**config.mk**
```make
export PLATFORM = sky130hd
export DESIGN_NAME = disk_image_stream_parser
export DESIGN_NICKNAME = d
export VERILOG_FILES = /design/src/hw/rtl/disp_pkg.sv /design/src/hw/rtl/disk_image_stream_parser.sv
export SDC_FILE = /design/constraint.sdc
export NUM_CORES = 1
export LEC_CHECK = 0
export ABC_CLOCK_PERIOD_IN_PS = 9100
export BUFFER_PORTS_ARGS = -buffer_cell sky130_fd_sc_hd__clkbuf_2
export CORE_UTILIZATION = 49
export CTS_BUF_LIST = sky130_fd_sc_hd__clkbuf_8 sky130_fd_sc_hd__clkbuf_16
export CTS_CLUSTER_DIAMETER = 150
export DETAILED_ROUTE_END_ITERATION = 6
export PLACE_DENSITY = 0.65
export SETUP_SLACK_MARGIN = 0.1
export SYNTH_ARGS = -nofsm -noshare
export SYNTH_HDL_FRONTEND = slang
export SYNTH_SLANG_ARGS = --single-unit
```
**constraint.sdc**
```tcl
create_clock -name clk -period 9.1 [get_ports clk]
set_clock_uncertainty 0.2 [all_clocks]
set_input_delay 1.365 -clock clk [delete_from_list [all_inputs] [get_ports clk]]
set_output_delay 1.365 -clock clk [all_outputs]
set_load 0.01 [all_outputs]
```
**src/hw/rtl/disp_pkg.sv**
```systemverilog
// Shared types, codes and constants of the disk image stream parser.
package disp_pkg;

  // Default limits handed to the top level's parameters.
  localparam int MAX_SECTORS_DEF   = 29;
  localparam int MAX_SIZE_CODE_DEF = 6;

  // Fixed header offsets.
  localparam logic [13:0] FILE_SIG_LEN  = 14'd21;
  localparam logic [13:0] TRACK_SIG_LEN = 14'd10;
  localparam logic [13:0] OFS_TRACKS    = 14'h30;
  localparam logic [13:0] OFS_HEADS     = 14'h31;
  localparam logic [13:0] OFS_TRACK_NUM = 14'h10;
  localparam logic [13:0] OFS_HEAD_NUM  = 14'h11;
  localparam logic [13:0] OFS_SECTORS   = 14'h15;
  localparam logic [13:0] OFS_ID_TABLE  = 14'h18;
  localparam logic [13:0] OFS_HDR_LAST  = 14'hFF;
  localparam logic [14:0] BASE_SECTOR_LEN = 15'd128;

  // Result kinds.
  localparam logic [1:0] KIND_DATA  = 2'd0;
  localparam logic [1:0] KIND_DONE  = 2'd1;
  localparam logic [1:0] KIND_ERROR = 2'd2;

  // Error codes.
  localparam logic [2:0] ERR_NONE      = 3'd0;
  localparam logic [2:0] ERR_FILE_SIG  = 3'd1;
  localparam logic [2:0] ERR_TRACK_SIG = 3'd2;
  localparam logic [2:0] ERR_EARLY_END = 3'd3;
  localparam logic [2:0] ERR_RANGE     = 3'd4;

  // File signatures, extended and standard form, and the track block signature.
  localparam logic [7:0] SIG_EXT [21] = '{
    8'h45, 8'h58, 8'h54, 8'h45, 8'h4E, 8'h44, 8'h45, 8'h44, 8'h20, 8'h43, 8'h50,
    8'h43, 8'h20, 8'h44, 8'h53, 8'h4B, 8'h20, 8'h46, 8'h69, 8'h6C, 8'h65};
  localparam logic [7:0] SIG_STD [21] = '{
    8'h4D, 8'h56, 8'h20, 8'h2D, 8'h20, 8'h43, 8'h50, 8'h43, 8'h45, 8'h4D, 8'h55,
    8'h20, 8'h44, 8'h69, 8'h73, 8'h6B, 8'h2D, 8'h46, 8'h69, 8'h6C, 8'h65};
  localparam logic [7:0] SIG_TRK [10] = '{
    8'h54, 8'h72, 8'h61, 8'h63, 8'h6B, 8'h2D, 8'h49, 8'h6E, 8'h66, 8'h6F};

  typedef enum logic [4:0] {
    PH_FILE     = 5'b00001,
    PH_TRACK    = 5'b00010,
    PH_DATA     = 5'b00100,
    PH_PENDING  = 5'b01000,
    PH_FINISHED = 5'b10000
  } phase_t;

  typedef struct packed {
    logic [7:0] data_byte;
    logic       image_end;
  } byte_item_t;

  typedef struct packed {
    logic [1:0] kind;
    logic [2:0] error_code;
    logic       extended_format;
    logic [7:0] track_number;
    logic [7:0] head_number;
    logic [4:0] sector_index;
    logic [7:0] sector_cyl;
    logic [7:0] sector_head;
    logic [7:0] sector_record;
    logic [2:0] size_code;
    logic [7:0] sector_byte;
    logic       last_in_sector;
  } result_item_t;

endpackage

```
**src/hw/rtl/disk_image_stream_parser.sv**
```systemverilog
// Disk image stream parser: one image byte in, at most one result out, per transaction.
//
// The byte channel (byte_valid, byte_ready, byte_item) carries the image one byte per
// transaction; image_end marks the last byte. The result channel (result_valid,
// result_ready, result_item) carries one sector data byte tagged with its sector ID,
// or a single done or error result that ends the run.
// Every byte is parsed in the cycle it is accepted and its result, if any, sits in
// the output register on the next cycle; one byte per cycle while no result is stalled.
// byte_ready is high whenever the output register is empty or being emptied, so a
// stalled receiver holds back the byte channel only while a result waits.
// Bytes that cause no result (headers, trailing bytes) leave the output untouched.
// After the done or error result every byte is taken and dropped until reset.
// The byte after the final data byte carries the done result and is otherwise ignored.
// Reset (rst, synchronous) returns the parser to the start of the file header and
// empties the output register; the sector ID buffer needs no clearing, as every entry
// is written by a track header before it is read.
module disk_image_stream_parser #(
  parameter int MAX_SECTORS   = disp_pkg::MAX_SECTORS_DEF,
  parameter int MAX_SIZE_CODE = disp_pkg::MAX_SIZE_CODE_DEF
) (
  input  logic                   clk,
  input  logic                   rst,
  input  logic                   byte_valid,
  output logic                   byte_ready,
  input  disp_pkg::byte_item_t   byte_item,
  output logic                   result_valid,
  input  logic                   result_ready,
  output disp_pkg::result_item_t result_item
);
  import disp_pkg::*;

  localparam int          IdxW      = (MAX_SECTORS > 1) ? $clog2(MAX_SECTORS) : 1;
  localparam logic [5:0]  SlotLim   = 6'(MAX_SECTORS);
  localparam logic [7:0]  SectorLim = 8'(MAX_SECTORS);
  localparam logic [7:0]  SizeLim   = 8'(MAX_SIZE_CODE);

  phase_t       phase, phase_next;
  logic [13:0]  pos, pos_next;
  logic [1:0]   cands, cands_next;
  logic         ext_seen, ext_seen_next;
  logic [7:0]   track_total, track_total_next;
  logic [7:0]   head_total, head_total_next;
  logic [15:0]  blocks_left, blocks_left_next;
  logic [7:0]   cur_track, cur_track_next;
  logic [7:0]   cur_head, cur_head_next;
  logic [4:0]   sectors_in_track, sectors_in_track_next;
  logic [4:0]   sector_counter, sector_counter_next;

  // Sector ID buffer, one entry per sector slot.
  logic [7:0]   id_cyl  [MAX_SECTORS];
  logic [7:0]   id_head [MAX_SECTORS];
  logic [7:0]   id_rec  [MAX_SECTORS];
  logic [2:0]   id_size [MAX_SECTORS];

  logic         accept;
  logic [7:0]   b;
  logic         tbl_we;
  logic [1:0]   tbl_sub;
  logic [4:0]   tbl_slot;
  logic [7:0]   id_ofs;
  logic [IdxW-1:0] rd_idx;
  logic [14:0]  sector_len;
  logic [14:0]  pos_inc;
  logic         last;
  logic [4:0]   counter_inc;
  logic [1:0]   cand_tmp;
  logic [2:0]   err;
  logic         done;
  logic         data_out;
  logic         res_produce;
  result_item_t res_next;

  assign byte_ready = !result_valid || result_ready;
  assign accept     = byte_valid && byte_ready;
  assign b          = byte_item.data_byte;

  assign id_ofs      = pos[7:0] - OFS_ID_TABLE[7:0];
  assign rd_idx      = ({1'b0, sector_counter} < SlotLim) ? sector_counter[IdxW-1:0] : '0;
  assign sector_len  = BASE_SECTOR_LEN << id_size[rd_idx];
  assign pos_inc     = {1'b0, pos} + 15'd1;
  assign last        = pos_inc >= sector_len;
  assign counter_inc = sector_counter + 5'd1;

  always_comb begin
    phase_next            = phase;
    pos_next              = pos;
    cands_next            = cands;
    ext_seen_next         = ext_seen;
    track_total_next      = track_total;
    head_total_next       = head_total;
    blocks_left_next      = blocks_left;
    cur_track_next        = cur_track;
    cur_head_next         = cur_head;
    sectors_in_track_next = sectors_in_track;
    sector_counter_next   = sector_counter;
    tbl_we                = 1'b0;
    tbl_sub               = id_ofs[1:0];
    tbl_slot              = id_ofs[7:3];
    cand_tmp              = cands;
    err                   = ERR_NONE;
    done                  = 1'b0;
    data_out              = 1'b0;
    res_produce           = 1'b0;
    res_next              = '0;

    case (phase)
      PH_FILE: begin
        if (pos < FILE_SIG_LEN) begin
          cand_tmp = cands & ~{b != SIG_STD[pos[4:0]], b != SIG_EXT[pos[4:0]]};
          cands_next = cand_tmp;
          if (cand_tmp == 2'b00) begin
            err = ERR_FILE_SIG;
          end else if (pos == FILE_SIG_LEN - 14'd1) begin
            ext_seen_next = cand_tmp[0];
          end
        end
        if (pos == OFS_TRACKS) track_total_next = b;
        if (pos == OFS_HEADS)  head_total_next  = b;
        if (err == ERR_NONE) begin
          if (pos == OFS_HDR_LAST) begin
            pos_next         = '0;
            blocks_left_next = track_total * head_total;
            if (blocks_left_next == 16'd0) begin
              done = 1'b1;
            end else begin
              phase_next = PH_TRACK;
            end
          end else begin
            pos_next = pos + 14'd1;
          end
        end
      end
      PH_TRACK: begin
        if (pos < TRACK_SIG_LEN && b != SIG_TRK[pos[3:0]]) err = ERR_TRACK_SIG;
        if (pos == OFS_TRACK_NUM) cur_track_next = b;
        if (pos == OFS_HEAD_NUM)  cur_head_next  = b;
        if (pos == OFS_SECTORS) begin
          if (b > SectorLim) begin
            err = ERR_RANGE;
          end else begin
            sectors_in_track_next = b[4:0];
          end
        end
        // ID entries are 8 bytes apart; only C, H, R and N are kept.
        if (pos >= OFS_ID_TABLE && !id_ofs[2] && {1'b0, tbl_slot} < SlotLim) begin
          tbl_we = 1'b1;
          if (tbl_sub == 2'd3 && tbl_slot < sectors_in_track && b > SizeLim) begin
            err = ERR_RANGE;
          end
        end
        if (err == ERR_NONE) begin
          if (pos == OFS_HDR_LAST) begin
            pos_next            = '0;
            sector_counter_next = '0;
            if (sectors_in_track == 5'd0) begin
              blocks_left_next = blocks_left - 16'd1;
              if (blocks_left_next == 16'd0) done = 1'b1;
            end else begin
              phase_next = PH_DATA;
            end
          end else begin
            pos_next = pos + 14'd1;
          end
        end
      end
      PH_DATA: begin
        data_out = 1'b1;
        if (last) begin
          pos_next            = '0;
          sector_counter_next = counter_inc;
          if (counter_inc >= sectors_in_track) begin
            blocks_left_next = blocks_left - 16'd1;
            phase_next = (blocks_left_next == 16'd0) ? PH_PENDING : PH_TRACK;
          end
        end else begin
          pos_next = pos_inc[13:0];
        end
      end
      PH_PENDING: begin
        done = 1'b1;
      end
      PH_FINISHED: begin
      end
      default: begin
      end
    endcase

    if (err != ERR_NONE || done ||
        (byte_item.image_end && phase != PH_FINISHED && phase != PH_PENDING &&
         phase_next != PH_PENDING)) begin
      res_produce              = 1'b1;
      phase_next               = PH_FINISHED;
      res_next.kind            = (err == ERR_NONE && done) ? KIND_DONE : KIND_ERROR;
      res_next.error_code      = (err != ERR_NONE) ? err : (done ? ERR_NONE : ERR_EARLY_END);
      res_next.extended_format = ext_seen_next;
      res_next.track_number    = cur_track_next;
      res_next.head_number     = cur_head_next;
    end else if (data_out) begin
      res_produce              = 1'b1;
      res_next.kind            = KIND_DATA;
      res_next.error_code      = ERR_NONE;
      res_next.extended_format = ext_seen;
      res_next.track_number    = cur_track;
      res_next.head_number     = cur_head;
      res_next.sector_index    = sector_counter;
      res_next.sector_cyl      = id_cyl[rd_idx];
      res_next.sector_head     = id_head[rd_idx];
      res_next.sector_record   = id_rec[rd_idx];
      res_next.size_code       = id_size[rd_idx];
      res_next.sector_byte     = b;
      res_next.last_in_sector  = last;
    end
  end

  always_ff @(posedge clk) begin
    if (rst) begin
      phase            <= PH_FILE;
      pos              <= '0;
      cands            <= 2'b11;
      ext_seen         <= 1'b0;
      track_total      <= '0;
      head_total       <= '0;
      blocks_left      <= '0;
      cur_track        <= '0;
      cur_head         <= '0;
      sectors_in_track <= '0;
      sector_counter   <= '0;
      result_valid     <= 1'b0;
    end else begin
      if (accept) begin
        phase            <= phase_next;
        pos              <= pos_next;
        cands            <= cands_next;
        ext_seen         <= ext_seen_next;
        track_total      <= track_total_next;
        head_total       <= head_total_next;
        blocks_left      <= blocks_left_next;
        cur_track        <= cur_track_next;
        cur_head         <= cur_head_next;
        sectors_in_track <= sectors_in_track_next;
        sector_counter   <= sector_counter_next;
        result_valid     <= res_produce;
      end else if (result_ready) begin
        result_valid <= 1'b0;
      end
    end
  end

  always_ff @(posedge clk) begin
    if (accept && res_produce) begin
      result_item <= res_next;
    end
  end

  always_ff @(posedge clk) begin
    if (accept && tbl_we) begin
      case (tbl_sub)
        2'd0:    id_cyl[tbl_slot[IdxW-1:0]]  <= b;
        2'd1:    id_head[tbl_slot[IdxW-1:0]] <= b;
        2'd2:    id_rec[tbl_slot[IdxW-1:0]]  <= b;
        default: id_size[tbl_slot[IdxW-1:0]] <= b[2:0];
      endcase
    end
  end

endmodule

```
==> impl_results.md <==
* # port buffers at 77
* Tot GR Track Use at 24.7%
* Worst reg2reg path startpoint: sector_counter[0]
* Final ANT Viol Nets at 0
* First-pass GRT wire length at 158000 um
* Post-synth EDFFs at 846
* H-tree Lvls at 3
* Area grow syn2layout at 10.8%
* Dpl cells at 3891
* Crit path DAT at 7.30 ns
* Largest net degree at the start of global routing at 89
* Final setup violation count at 0
* Seq cells post-synth at 927
* Post-CTS sizing at 0
* GRT overflow at 0
* Critical path buffer and inverter count at 2
* Fin crit period at 7.13 ns
* Core Region at 82500 um2
* Worst Hold Class: register to register
* Setup TNS at 0 ns
* CP Max Fanout at 82
* Die height at 291 um
* CTS tree: done
* Synth Area in XOR/XNOR at 0.812%
* Synth Flop Type: edfxtp_1
* Slew HR at 17.3%
* Critical path's largest stage delay at 0.96 ns
* Layout cells sized above 1 at 13.6%
* # DRC at 2
* Post-Synth Adder-Cell Area at 3.83%
* Nature of the critical path endpoint: register
* Register-to-Register Setup Slack at 1.97 ns
* Clock Path Buffers at 3
* Filler Cell Count at 6567
* Cells after synthesis at 2907
* IR drop worst, VDD at 0.000142 V
* Register area share after synthesis at 65.9%
* Hold slack at 0.268 ns
* Initial antenna violation count at 4
* Fin cells at 4063
* RR Endpoint: result_item[25]
* M2 GR Usage at 38.9%
* Critical path depth in cells at 17
* Final worst path period share at 78.3%
* Fin. max-slew vios at 0
* Synth async-reset ratio at 0%
* Post-CTS Hold Buffers at 0
* Post-Syn Area at 41000 um2
* Vias in the first global route at 25400
* Final WL at 105000 um
* Post-synthesis compound-gate area fraction at 11.2%
* Worst reg2reg path depth at 17
* Layout net count at 3035
* CP delay by family, top: compound AO/OA/AOI/OAI gates
* DR WL/cell at 25.8 um
* Clock Pin Slew Worst Setup and Hold Paths at 0.06 ns
* Netlist cell types at 91
* Pwr dens at 195 nW/um2
* GR peak layer: met2
* Largest family of logic cells by synthesized area: compound AO/OA/AOI/OAI gates
* Number of max-cap violations at 0
* DR vias at 25700
* Tightest Pin Transition at 1.24 ns
* Post-Synth Simple-Gate Area at 8.53%
* Io pins at 78
* Synth Warn # at 0
* TritonCTS Buffers at 95
* DIE AREA at 84800 um2
* Hpwl dp at 65100 um
* GRT met3 Usage at 4.14%
* Violations in the final reports: design-rule violations
* Vias per cell at 6.33
* LEAKAGE at 0.0150 uW
* Most frequent CP cell: a21o_1
* RSZ-0062 raised after global routing: false
* Critical path cell sequence: o21a_1 -> a21o_1 -> mux4_2 -> mux4_2 -> mux2i_1 -> inv_1 -> or3b_1 -> ha_1 -> a21o_1 -> a21o_1 -> a21oi_1 -> o21ai_0 -> and3_1 -> o22ai_2 -> buf_4 -> or2_2 -> nor2_1
* Clock latency on the worst-skew pair at 0.66 ns
* Final hold vios at 0
* CTS sink count at 927
* N_diodes at 0
* Crit path from: sector_counter[0]
* Initial drt markers at 2856
* Worst path slowest cell: dfxtp_4
* Critical path class: register to register
* GPL Wtd Cong at 0.856
* CP startpoint kind: register
* Mux share of post-synthesis cell area at 6.84%
* Outcome: complete, but fails checks
* Cell row count at 105
* Post-CTS Setup Inserts at 0
* Worst setup endpoint: result_item[25]
* Fmax at 140 MHz
* Root Buffer: clkbuf_16
* GR met1 Demand/Resource at 34.9%
* Starting Density at 49.7%
* Die width at 291 um
* Syn Area/Cell at 14.1 um2
* Syn nets at 3024
* Critical Path RT at 9.27 ns
* Drt first pass iters at 7
-- flip-flops by register name, summed over array words and instances, names as in the netlist, 14 cells and up --
signal       cells
id_cyl         232
id_head        232
id_rec         232
id_size         87
result_item     63
blocks_left     16
pos             14
-- area by class of cell --
cell class / instances / area (um2) / area share [%]
Clock buffer: 96 / 2390 / 5.26
Clock inverter: 76 / 810 / 1.78
Inverter: 84 / 315 / 0.694
Multi-Input combinational cell: 1696 / 12900 / 28.3
Sequential cell: 927 / 27000 / 59.5
Tap cell: 1070 / 1340 / 2.95
Timing Repair Buffer: 114 / 683 / 1.50
-- report_power, final --
group / total, uW / internal (uW) / switching, uW
sequential: 4680 / 4660 / 15.5
clock: 3950 / 2290 / 1660
combinational: 216 / 48.5 / 167
-- Yosys cell counts, types with 6 or more instances --
cell type / number / area [um2]
xnor2_1: 21 / 184
clkbuf_1: 133 / 499
mux2i_1: 35 / 350
or3_1: 12 / 75.1
nor4_1: 13 / 81.3
nor2b_1: 12 / 75.1
fa_1: 36 / 721
nand2b_1: 12 / 75.1
o31ai_1: 6 / 45.0
a311oi_1: 28 / 245
or4_1: 8 / 60.1
xor2_1: 17 / 149
ha_1: 68 / 851
nor2_1: 259 / 972
a22oi_1: 14 / 105
and3_1: 10 / 62.6
buf_4: 9 / 67.6
edfxtp_1: 846 / 25400
nand4_1: 13 / 81.3
o311ai_0: 12 / 105
a211oi_1: 62 / 465
dfxtp_1: 81 / 1620
and2_1: 59 / 369
o211ai_1: 20 / 150
nor3_1: 26 / 130
inv_1: 80 / 300
mux4_2: 108 / 2430
nand2_1: 224 / 841
o221ai_1: 108 / 946
buf_1: 17 / 63.8
a21o_1: 12 / 90.1
nand3_1: 34 / 170
o21ai_0: 100 / 500
or2_2: 8 / 50.1
buf_6: 6 / 67.6
nor3b_1: 6 / 45.0
a21oi_1: 149 / 746
buf_2: 33 / 165
nand4b_1: 6 / 52.6
o21a_1: 8 / 60.1
o22ai_1: 85 / 532
a31oi_1: 12 / 75.1
-- layer usage --
| layer | vias up | part of all wire (%) | wire (um) |
|---|---|---|---|
| li1 | 11400 | - | - |
| met1 | 13000 | 41 | 43200 |
| met2 | 1190 | 47 | 49700 |
| met3 | 201 | 8.3 | 8750 |
| met4 | 4 | 3.2 | 3360 |
| met5 | - | 0.025 | 26 |
-- per-stage QoR --
stage | power (uW) | setup slack, ns | utilization, % | instance area (um2)
after floorplan | 4860 | 0.258 | - | 41000
after global placement | 4980 | 2.13 | 51.2 | 42200
after detailed placement | 4990 | 1.97 | 51.2 | 42200
after CTS | 8890 | 2.01 | 55.1 | 45400
after global routing | 9070 | 1.49 | 55.1 | 45400
final | 8850 | 1.97 | 55.1 | 45400
-- worst min-delay path by stage --
stage	from	to	cells after the start
2_1_floorplan	cands[1]	cands[1]	2
3_3_place_gp	cur_head[5]	cur_head[5]	2
3_5_place_dp	cur_head[5]	cur_head[5]	2
4_1_cts	cur_head[5]	cur_head[5]	2
5_1_grt	cur_head[2]	cur_head[2]	2
6_report	cur_head[5]	cur_head[5]	2
-- tightest hold or removal path: stages (launching register included) --
cell and delay, ns:
dfxtp_1 0.32, nand2_1 0.06, a21oi_1 0.05
-- cells in the final DEF (no fill, tap or decap), types with 34 or more instances in the layout --
master     netlist  layout
edfxtp_1       846     846
nor2_1         259     259
nand2_1        224     221
a21oi_1        149     146
mux4_2         108     108
o221ai_1       108     108
inv_1           80     104
o21ai_0        100     100
clkbuf_16        0      95
o22ai_1         85      85
dfxtp_1         81      79
clkbuf_2         2      69
ha_1            68      68
a211oi_1        62      62
and2_1          59      59
buf_4            9      45
fa_1            36      36
mux2i_1         35      35
nand3_1         34      34
-- cell families (layout without fill, tap and decap cells) --
| family | Yosys count | after routing |
|---|---|---|
| AO/OA/AOI/OAI | 670 | 670 |
| XOR/XNOR | 38 | 38 |
| adder cells (fa/ha/maj) | 104 | 104 |
| buffers and inverters | 284 | 370 |
| flip-flops | 927 | 927 |
| multiplexers | 145 | 145 |
| AND/OR/NAND/NOR | 739 | 739 |
(Power assumes the default switching activity.)
